`config.mk`:
```
export PLATFORM = sky130hd
export DESIGN_NAME = block_buffer_cache_lru
export DESIGN_NICKNAME = d
export VERILOG_FILES = /design/src/design/bbc_pkg.sv /design/src/design/block_buffer_cache_lru.sv
export SDC_FILE = /design/constraint.sdc
export NUM_CORES = 2
export LEC_CHECK = 0
export ABC_AREA = 1
export BUFFER_PORTS_ARGS = -buffer_cell sky130_fd_sc_hd__buf_4
export CORE_MARGIN = 3
export CORE_UTILIZATION = 30
export CTS_CLUSTER_SIZE = 40
export DETAILED_ROUTE_END_ITERATION = 16
export GPL_ROUTABILITY_DRIVEN = 0
export RECOVER_POWER = 100
export SLEW_MARGIN = 20
export SYNTH_ARGS = -nofsm -noshare
export SYNTH_HDL_FRONTEND = slang
export SYNTH_SLANG_ARGS = --single-unit
```
`constraint.sdc`:
```
create_clock -name clk -period 8.45 [get_ports clk]
set_input_delay 0.845 -clock clk [delete_from_list [all_inputs] [get_ports clk]]
set_output_delay 0.845 -clock clk [all_outputs]
set_load 0.02 [all_outputs]
```
`src/design/bbc_pkg.sv`:
```
// Package for the buffer cache tag block: constants, codes and item types.
`default_nettype none
package bbc_pkg;
  localparam int NUM_BUFFERS_DEF = 32;
  localparam int REF_BITS_DEF = 8;

  localparam logic [1:0] FUNC_GET     = 2'd0;
  localparam logic [1:0] FUNC_VALID   = 2'd1;
  localparam logic [1:0] FUNC_RELEASE = 2'd2;

  localparam logic [1:0] ST_OK        = 2'd0;
  localparam logic [1:0] ST_NONE_FREE = 2'd1;
  localparam logic [1:0] ST_UNREF     = 2'd2;
  localparam logic [1:0] ST_SAT       = 2'd3;

  typedef struct packed {
    logic [1:0]  func;
    logic [7:0]  device;
    logic [31:0] sector;
    logic [4:0]  buf_index;
  } req_t;

  typedef struct packed {
    logic [4:0] slot;
    logic       hit;
    logic       needs_read;
    logic [1:0] status;
  } rsp_t;
endpackage
`default_nettype wire

```
`src/design/block_buffer_cache_lru.sv`:
```
// Top level of the buffer cache tag block with reference counts and LRU reuse.
`default_nettype none
// One request item is taken when start is high and busy is low. Its result
// appears for one cycle with done high and cannot be held off. After reset the
// block writes the initial LRU stamps, with busy high. A get scans the tag
// memory one entry a cycle, then goes through S_LAST to S_DONE. Mark valid,
// release and the unused code go through S_READ and S_WAIT to S_DONE.
// Busy falls with done, so the next item can be taken at the edge that ends the
// done cycle. The LRU order is kept as a release stamp per entry in the same
// memory: a miss takes the unreferenced tagged-or-untagged entry with the oldest
// stamp, found during the scan.
module block_buffer_cache_lru #(
  parameter int NUM_BUFFERS = bbc_pkg::NUM_BUFFERS_DEF,
  parameter int REF_BITS    = bbc_pkg::REF_BITS_DEF
) (
  input  wire logic         clk,
  input  wire logic         rst,
  input  wire logic         start,
  input  wire bbc_pkg::req_t req,
  output logic              busy,
  output logic              done,
  output bbc_pkg::rsp_t     rsp
);
  import bbc_pkg::*;

  localparam int IW = (NUM_BUFFERS > 1) ? $clog2(NUM_BUFFERS) : 1;
  localparam int CW = $clog2(NUM_BUFFERS + 1);
  // Stamps grow by one per release that frees an entry; wrap takes 2^40-NUM_BUFFERS-1 of them.
  localparam int SW = 40;
  localparam logic [REF_BITS-1:0] REF_MAX = {REF_BITS{1'b1}};

  typedef struct packed {
    logic [7:0]          dev;
    logic [31:0]         sec;
    logic                has_tag;
    logic                cvalid;
    logic [REF_BITS-1:0] cnt;
    logic [SW-1:0]       stamp;
  } ent_t;

  typedef enum logic [2:0] {S_IDLE, S_SCAN, S_LAST, S_READ, S_WAIT, S_DONE} st_t;

  ent_t mem [NUM_BUFFERS];
  ent_t rd;
  logic [IW-1:0] raddr, waddr;
  logic          we;
  ent_t          wd;

  st_t           st;
  req_t          cur;
  logic [CW-1:0] scan;
  logic [CW-1:0] free_count;
  logic [SW-1:0] clock_stamp;
  logic          found, have_vic, scan_v;
  logic [IW-1:0] hit_i, vic_i, scan_i;
  ent_t          hit_e;
  logic [SW-1:0] vic_stamp;
  logic [CW-1:0] init_cnt;
  rsp_t          rsp_next;

  always_ff @(posedge clk) begin
    if (we) mem[waddr] <= wd;
    rd <= mem[raddr];
  end

  // Reset stamps: slot i must look older the higher its index.
  logic init_we;
  always_comb begin
    we    = 1'b0;
    waddr = IW'(cur.buf_index);
    wd    = rd;
    if (init_we) begin
      we = 1'b1;
      waddr = init_cnt[IW-1:0];
      wd = '0;
      wd.stamp = SW'(NUM_BUFFERS) - SW'(init_cnt);
    end else if (st == S_DONE) begin
      if (cur.func == FUNC_GET) begin
        if (found) begin
          waddr = hit_i;
          wd = hit_e;
          if (hit_e.cnt != REF_MAX) begin
            wd.cnt = hit_e.cnt + 1'b1;
            we = 1'b1;
          end
        end else if (have_vic) begin
          we = 1'b1;
          waddr = vic_i;
          wd = '0;
          wd.dev = cur.device;
          wd.sec = cur.sector;
          wd.has_tag = 1'b1;
          wd.cnt = REF_BITS'(1);
        end
      end else if (cur.func == FUNC_VALID) begin
        we = (32'(cur.buf_index) < NUM_BUFFERS);
        wd.cvalid = 1'b1;
      end else if (cur.func == FUNC_RELEASE) begin
        we = (32'(cur.buf_index) < NUM_BUFFERS) && (rd.cnt != '0);
        wd.cnt = rd.cnt - 1'b1;
        if (rd.cnt == REF_BITS'(1)) wd.stamp = clock_stamp;
      end
    end
  end

  // While idle the first entry is read, ready for the scan of a get.
  always_comb begin
    raddr = IW'(cur.buf_index);
    if (st == S_IDLE) raddr = '0;
    else if (st == S_SCAN) raddr = scan[IW-1:0];
  end

  always_comb begin
    rsp_next = '0;
    rsp_next.slot = cur.buf_index;
    if (cur.func == FUNC_GET) begin
      if (found) begin
        rsp_next.slot = 5'(hit_i);
        rsp_next.hit = 1'b1;
        rsp_next.needs_read = !hit_e.cvalid;
        if (hit_e.cnt == REF_MAX) rsp_next.status = ST_SAT;
      end else if (!have_vic) begin
        rsp_next.slot = '0;
        rsp_next.status = ST_NONE_FREE;
      end else begin
        rsp_next.slot = 5'(vic_i);
        rsp_next.needs_read = 1'b1;
      end
    end else if (cur.func == FUNC_RELEASE) begin
      if (!(32'(cur.buf_index) < NUM_BUFFERS) || rd.cnt == '0)
        rsp_next.status = ST_UNREF;
    end
  end

  always_ff @(posedge clk) begin
    if (rst) begin
      st <= S_IDLE;
      busy <= 1'b1;
      done <= 1'b0;
      init_we <= 1'b1;
      init_cnt <= '0;
      free_count <= CW'(NUM_BUFFERS);
      clock_stamp <= SW'(NUM_BUFFERS) + SW'(1);
      scan <= '0;
      scan_v <= 1'b0;
    end else if (init_we) begin
      done <= 1'b0;
      if (init_cnt == CW'(NUM_BUFFERS - 1)) begin
        init_we <= 1'b0;
        busy <= 1'b0;
      end
      init_cnt <= init_cnt + 1'b1;
    end else begin
      done <= (st == S_DONE);
      case (st)
        S_IDLE: if (start) begin
          cur <= req;
          busy <= 1'b1;
          found <= 1'b0;
          have_vic <= 1'b0;
          if (req.func == FUNC_GET) begin
            st <= S_SCAN;
            scan <= CW'(1);
            scan_i <= '0;
            scan_v <= 1'b1;
          end else begin
            scan <= '0;
            st <= S_READ;
          end
        end
        S_SCAN, S_LAST: begin
          // rd holds entry scan_i read in the previous cycle.
          if (scan_v) begin
            if (!found && rd.has_tag && rd.dev == cur.device && rd.sec == cur.sector) begin
              found <= 1'b1;
              hit_i <= scan_i;
              hit_e <= rd;
            end
            if (rd.cnt == '0 && (!have_vic || rd.stamp < vic_stamp)) begin
              have_vic <= 1'b1;
              vic_i <= scan_i;
              vic_stamp <= rd.stamp;
            end
          end
          scan_i <= scan[IW-1:0];
          if (st == S_LAST) begin
            st <= S_DONE;
          end else if (scan == CW'(NUM_BUFFERS)) begin
            scan_v <= 1'b0;
            st <= S_LAST;
          end else scan <= scan + 1'b1;
        end
        S_READ: st <= S_WAIT;
        S_WAIT: st <= S_DONE;
        S_DONE: begin
          st <= S_IDLE;
          busy <= 1'b0;
          rsp <= rsp_next;
          if (cur.func == FUNC_GET) begin
            if (found) begin
              if (hit_e.cnt == '0) free_count <= free_count - 1'b1;
            end else if (have_vic) begin
              free_count <= free_count - 1'b1;
            end
          end else if (cur.func == FUNC_RELEASE && (32'(cur.buf_index) < NUM_BUFFERS)
                       && rd.cnt == REF_BITS'(1)) begin
            free_count <= free_count + 1'b1;
            clock_stamp <= clock_stamp + 1'b1;
          end
        end
        default: st <= S_IDLE;
      endcase
    end
  end

  // Reads for mark valid and release settle on S_WAIT; only the index matters.
  a_done_once: assert property (@(posedge clk) disable iff (rst) done |=> !done)
    else $error("result strobe held for two cycles");
  a_busy_scan: assert property (@(posedge clk) disable iff (rst)
    (st != S_IDLE) |-> busy) else $error("busy low while a request is in work");
  a_free_range: assert property (@(posedge clk) disable iff (rst)
    free_count <= CW'(NUM_BUFFERS)) else $error("free count beyond buffer count");
  a_accept: assert property (@(posedge clk) disable iff (rst)
    (start && !busy) |=> busy) else $error("accepted item did not raise busy");
endmodule
`default_nettype wire

```
# After elaboration in Yosys (flattened, before gate mapping)
# Memory sizes are Yosys's and may differ from the RTL's. A register that Yosys moved wholly into a read port is not among the register bits.
# Cells that the tools add are included.
op_classes:
  magnitude_cmp: 1
  n_mux: 69
  n_bitwise: 3
  reduce_logical: 30
  addsub: 6
  eq_ne: 25
op_table:
  columns: ["op", "n"]
  rows:
  - ["$mux W90", 4]
  - ["$mux W48", 2]
  - ["$mux W5", 11]
  - ["$mux W49", 1]
  - ["$mux W41", 1]
  - ["$add A40 B1 Y40 const B", 1]
  - ["$lt A40 B40 Y1", 1]
  - ["$mux W40", 1]
  - ["$eq A32 B32 Y1", 1]
  - ["$mux W1", 28]
  - ["$reduce_and A5 Y1", 4]
  - ["$mux W6", 3]
  - ["$reduce_and A6 Y1", 3]
  - ["$ne A2 B2 Y1 const B", 7]
  - ["$add A6 B1 Y6 const B", 2]
  - ["$mux W3", 4]
  - ["$pmux W3 S4", 1]
  - ["$pmux W6 S2", 1]
  - ["$mux W2", 5]
  - ["$pmux W5 S2", 1]
  - ["$reduce_and A3 Y1", 3]
  - ["$add A8 B1 Y8 const B", 1]
  - ["$eq A8 B1 Y1 const B", 1]
  - ["$eq A8 B8 Y1", 1]
  - ["other kinds (28)", 46]
totals:
  inputBits: 50
  ramBits: 2880
  output_inout_bits: 11
  mem_count: 1
  regBits: 262
  wordCells: 163
mem_list:
  columns: ["memory", "depth", "width", "read_ports", "rd_clocked_by_memory_dff", "write_ports", "line_no", "source"]
  rows:
  - ["mem", 32, 90, 1, 1, 1, "block_buffer_cache_lru.sv:43", "ent_t mem [NUM_BUFFERS];"]

# Longest topological paths before layout
logic_depth:
  ltp_word: 8
  mapped_depth: 16
  depth_no_buf: 15

# Least setup slack after synthesis
# No wires, ideal clock.
synth_path:
  kind: "register to register"
  start: "register hit_e[40] (netlist name)"
  end: "memory mem[25][0] (netlist name) (enable)"
  arrival_ns: 5.547
  synth_period_minus_slack_ns: 6.087
  required_time_ns: 7.910
  setup_ns: 0.540
  n_path_buf: 0
  stages_incl_launch_ff: 11
  slack_ns: 2.363
  path_cell_list: "edfxtp_1 ha_1 nand2_1 inv_1 nand4_1 nor2_1 inv_1 o21ai_0 o21ai_1 nand3_1 nor2_1"
synth_via:
  elab_chain_len: 8
synth_lines:
  columns: ["item", "line_no", "source"]
  rows:
  - ["start: declaration", "block_buffer_cache_lru.sv:56", "ent_t hit_e;"]
  - ["start signal: assignment", "block_buffer_cache_lru.sv:177", "hit_e <= rd;"]
  - ["$ne A8 B8 Y1", "block_buffer_cache_lru.sv:82", "if (hit_e.cnt != REF_MAX) begin"]
  - ["$mux W1", "block_buffer_cache_lru.sv:82", null]
  - ["$mux W1", "block_buffer_cache_lru.sv:79", "if (found) begin"]
  - ["$mux W1", "block_buffer_cache_lru.sv:78", "if (cur.func == FUNC_GET) begin"]
  - ["$mux W1", "block_buffer_cache_lru.sv:77", "end else if (st == S_DONE) begin"]
  - ["$mux W1", "block_buffer_cache_lru.sv:72", "if (init_we) begin"]
  - ["$mux W1", "block_buffer_cache_lru.sv:62", "if (we) mem[waddr] <= wd;"]
  - ["$mux W1 (not written as such)", "block_buffer_cache_lru.sv:62", null]
  - ["end: declaration", "block_buffer_cache_lru.sv:43", null]
# No other way between the ends.

==> flow_summary.yaml <==
power_and_ir_drop:
  ir_drop_v: 0.0001663
  powerDensity_nw_per_um2: 219.3
  leakage_nw: 51.28
finish:
  seqCellArea_um2: 95560
  fillerInstances: 43156
  finalNetCount: 11351
  stdcell_area_um2: 150100
  multi_input_area_um2: 32730
  synthToLayoutAreaGrowth_pct: 13.01
  drive_above_1_share_pct: 6.523
  finalNonFillerCells: 17416
cts:
  cts-root-buf: "clkbuf_16"
  clk_path_buf_depth: 4
  clk_pin_slew_ns: 0.06
  clock_latency_ns: 0.91
  h-tree-depth: 5
  cts_buffers: 333
  cts_sinks: 3232
  post_cts_buffers: 0
  cts_tree: "done"
  postCtsHoldBufs: 0
  cts_resized: 0
setup_path:
  critical_path_required_ns: 8.87
  path_max_fanout: 38
  cp.arrival_ns: 7.20
  path_buf_inv: 5
  critPathCaptureType: "register"
  crit_path_start_kind: "register"
  critPathMaxStageDelay_ns: 1.71
  crit_chain: "inv_1, nand3_2, clkbuf_1, inv_1, nand2_2, clkbuf_1, a221oi_1, a22oi_1, clkbuf_1"
  critPathKind: "reg2reg"
  crit_top_cell: "clkbuf_1"
  cp_top_family: "buffers and inverters"
  crit_path_top_delay_cell: "clkbuf_1"
sta:
  rsz0062_at_grt: "no"
  timing.hold.ws_ns: 0.1442
  fin_crit_ns: 6.774
  worst_pin_slew_ns: 4.246
  final.setup_skew_ns: 0.06658
  maxSlewHeadroom_pct: -183.1
  fin_crit_sh_pct: 80.16
  hold_viol: 0
  drv_slew: 2488
  fin_setup_tns_ns: 0
  setup_violations: 0
  fmax_mhz: 147.6
synth:
  synth_top_area_cell: "edfxtp_1"
  synth_edf_count: 3083
  synth_area_per_cell_um2: 11.65
  postSynthCellCount: 11399
  yosys_warnings: 0
  yosysUniqueCellTypes: 50
  synth_area_um2: 132800
  yosys-top-cells-area: "edfxtp_1 (70%), nand3_1 (12%), nand2_1 (8.4%)"
  yosys_most_used_dff: "edfxtp_1"
  ys_ff_latch: 3232
  ys_async_sr_fraction_pct: 0
  synth_seq_area_share_pct: 71.95
  syn_nets: 11496
  synth_top_area_share_pct: 69.70
die:
  core-area_um2: 439600
  initial_utilization_pct: 30.21
  die_h_um: 671.4
  rows: 243
  ioPinCount: 61
  dieArea_um2: 450800
  die_w_um: 671.4
drt:
  first_iter_violations: 10969
  drt_pass1_iterations: 6
  ant_nets: 0
  vias_per_cell: 5.152
  vias: 89719
  routedWlPerCell_um: 22.85
  drcViolationCount: 0
  finalWirelength_um: 398000
global_route:
  grtUsageTotal_pct: 17.08
  grt_pass1_vias: 84300
  grt_max_degree: 201
  overflow: 0
  grt_pass1_wl_um: 583600
  antenna_found_initial: 10
outcome:
  violations: "capacitance limit, slew limit"
  status: "finished, violations left"
place:
  dp_hpwl_um: 198000
  place_inst: 16798
  placed_cell_area_um2: 140100
  port_buffers: 60
min_path:
  hold_class: "in2reg"
job:
  maxCapViolations: 58
## sequential cells by signal, indices dropped and copies added, names as in the netlist
register and flops:
scan 6, cur 47, init_cnt 6, have_vic 1
st 3, init_we 1, hit_e 90, found 1
busy 1, done 1, vic_i 5, scan_i 5
vic_stamp 40, rsp 9, hit_i 5, clock_stamp 40
mem 2880, scan_v 1, rd 90
## worst paths after layout
check	from	to	cells past startpoint	slack, ns
worst min register to register	clock_stamp[37]	clock_stamp[37]	2	0.47
worst max-delay path	st[1]	mem[4][2]	9	1.68
worst min-delay path	req[32]	cur[32]	1	0.14
worst max register to register	st[1]	mem[4][2]	9	1.68
## cell usage in the layout (no fill, tap or decap), drive strengths merged, types with 2 or more instances in the layout
cell,synthesis,routed
edfxtp,3083,3083
clkinvlp,0,9
a22o,23,23
a32oi,5,5
o22ai,7,7
clkinv,1,129
o21ai,133,133
o2111ai,12,12
o21a,3,3
xor2,19,19
bufinv,0,24
nor2,188,188
inv,424,436
and2,2,2
nor3,40,40
nand4,33,33
diode,0,7
a31oi,6,6
clkbuf,261,565
nor3b,5,5
a22oi,3,3
o211ai,37,37
a221oi,4,4
nand3,3125,3125
nor4,3,3
nand3b,125,125
xnor2,26,26
or2,35,35
buf,478,131
a21oi,122,122
dfxtp,149,149
nand2,2994,2994
ha,47,47
## Yosys cell counts, drive strengths merged (47+ instances only)
| master | number |
|---|---|
| nand3 | 3125 |
| edfxtp | 3083 |
| nand2 | 2994 |
| buf | 478 |
| inv | 424 |
| clkbuf | 261 |
| nor2 | 188 |
| dfxtp | 149 |
| o21ai | 133 |
| nand3b | 125 |
| a21oi | 122 |
| ha | 47 |
## cells by family after synthesis
group	share of synthesized area, %
flops	71.95
simple gates	22.07
compound gates	1.579
fa+ha+maj	0.4427
xor+xnor	0.2967
buf+inv	3.667
## through the flow
stage,setup WS (ns),total power [mW],util [%]
2_1_floorplan,2.363,18.32,-
3_3_place_gp,3.504,18.61,31.86
3_5_place_dp,3.375,18.62,31.87
4_1_cts,3.337,33.12,34.32
5_1_grt,1.540,33.81,34.14
6_report,1.676,32.92,34.14
## layer usage
layer  share of wire [%]  wire length [um]  up-vias  track usage (%)
met5              0.0033                13        -                0
met4                 3.0             11950        2            5.086
met3                 8.8             35000      673            2.604
met2                  45            181000     4167            26.93
met1                  43            170000    44654            24.27
li1                    -                 -    40223                -
## layout make-up
class                      instances  share of cell area [%]
sequential                      3232                   63.67
multi-input combinational       7003                   21.80
antenna                            7                 0.01167
inverter                         425                   1.094
clock buffer                     437                   6.098
clock inverter                   173                   1.081
tap                             5880                   4.902
timing repair buffer             259                   1.343
## power by group
group	leakage (nW)	internal (mW)	total (mW)	switching, mW
Combinational	18.3	0.165	0.589	0.424
Clock	5.29	8.40	14.6	6.25
Sequential	27.7	17.6	17.7	0.120
Total	51.3	26.1	32.9	6.79
(Power assumes the default switching activity.)
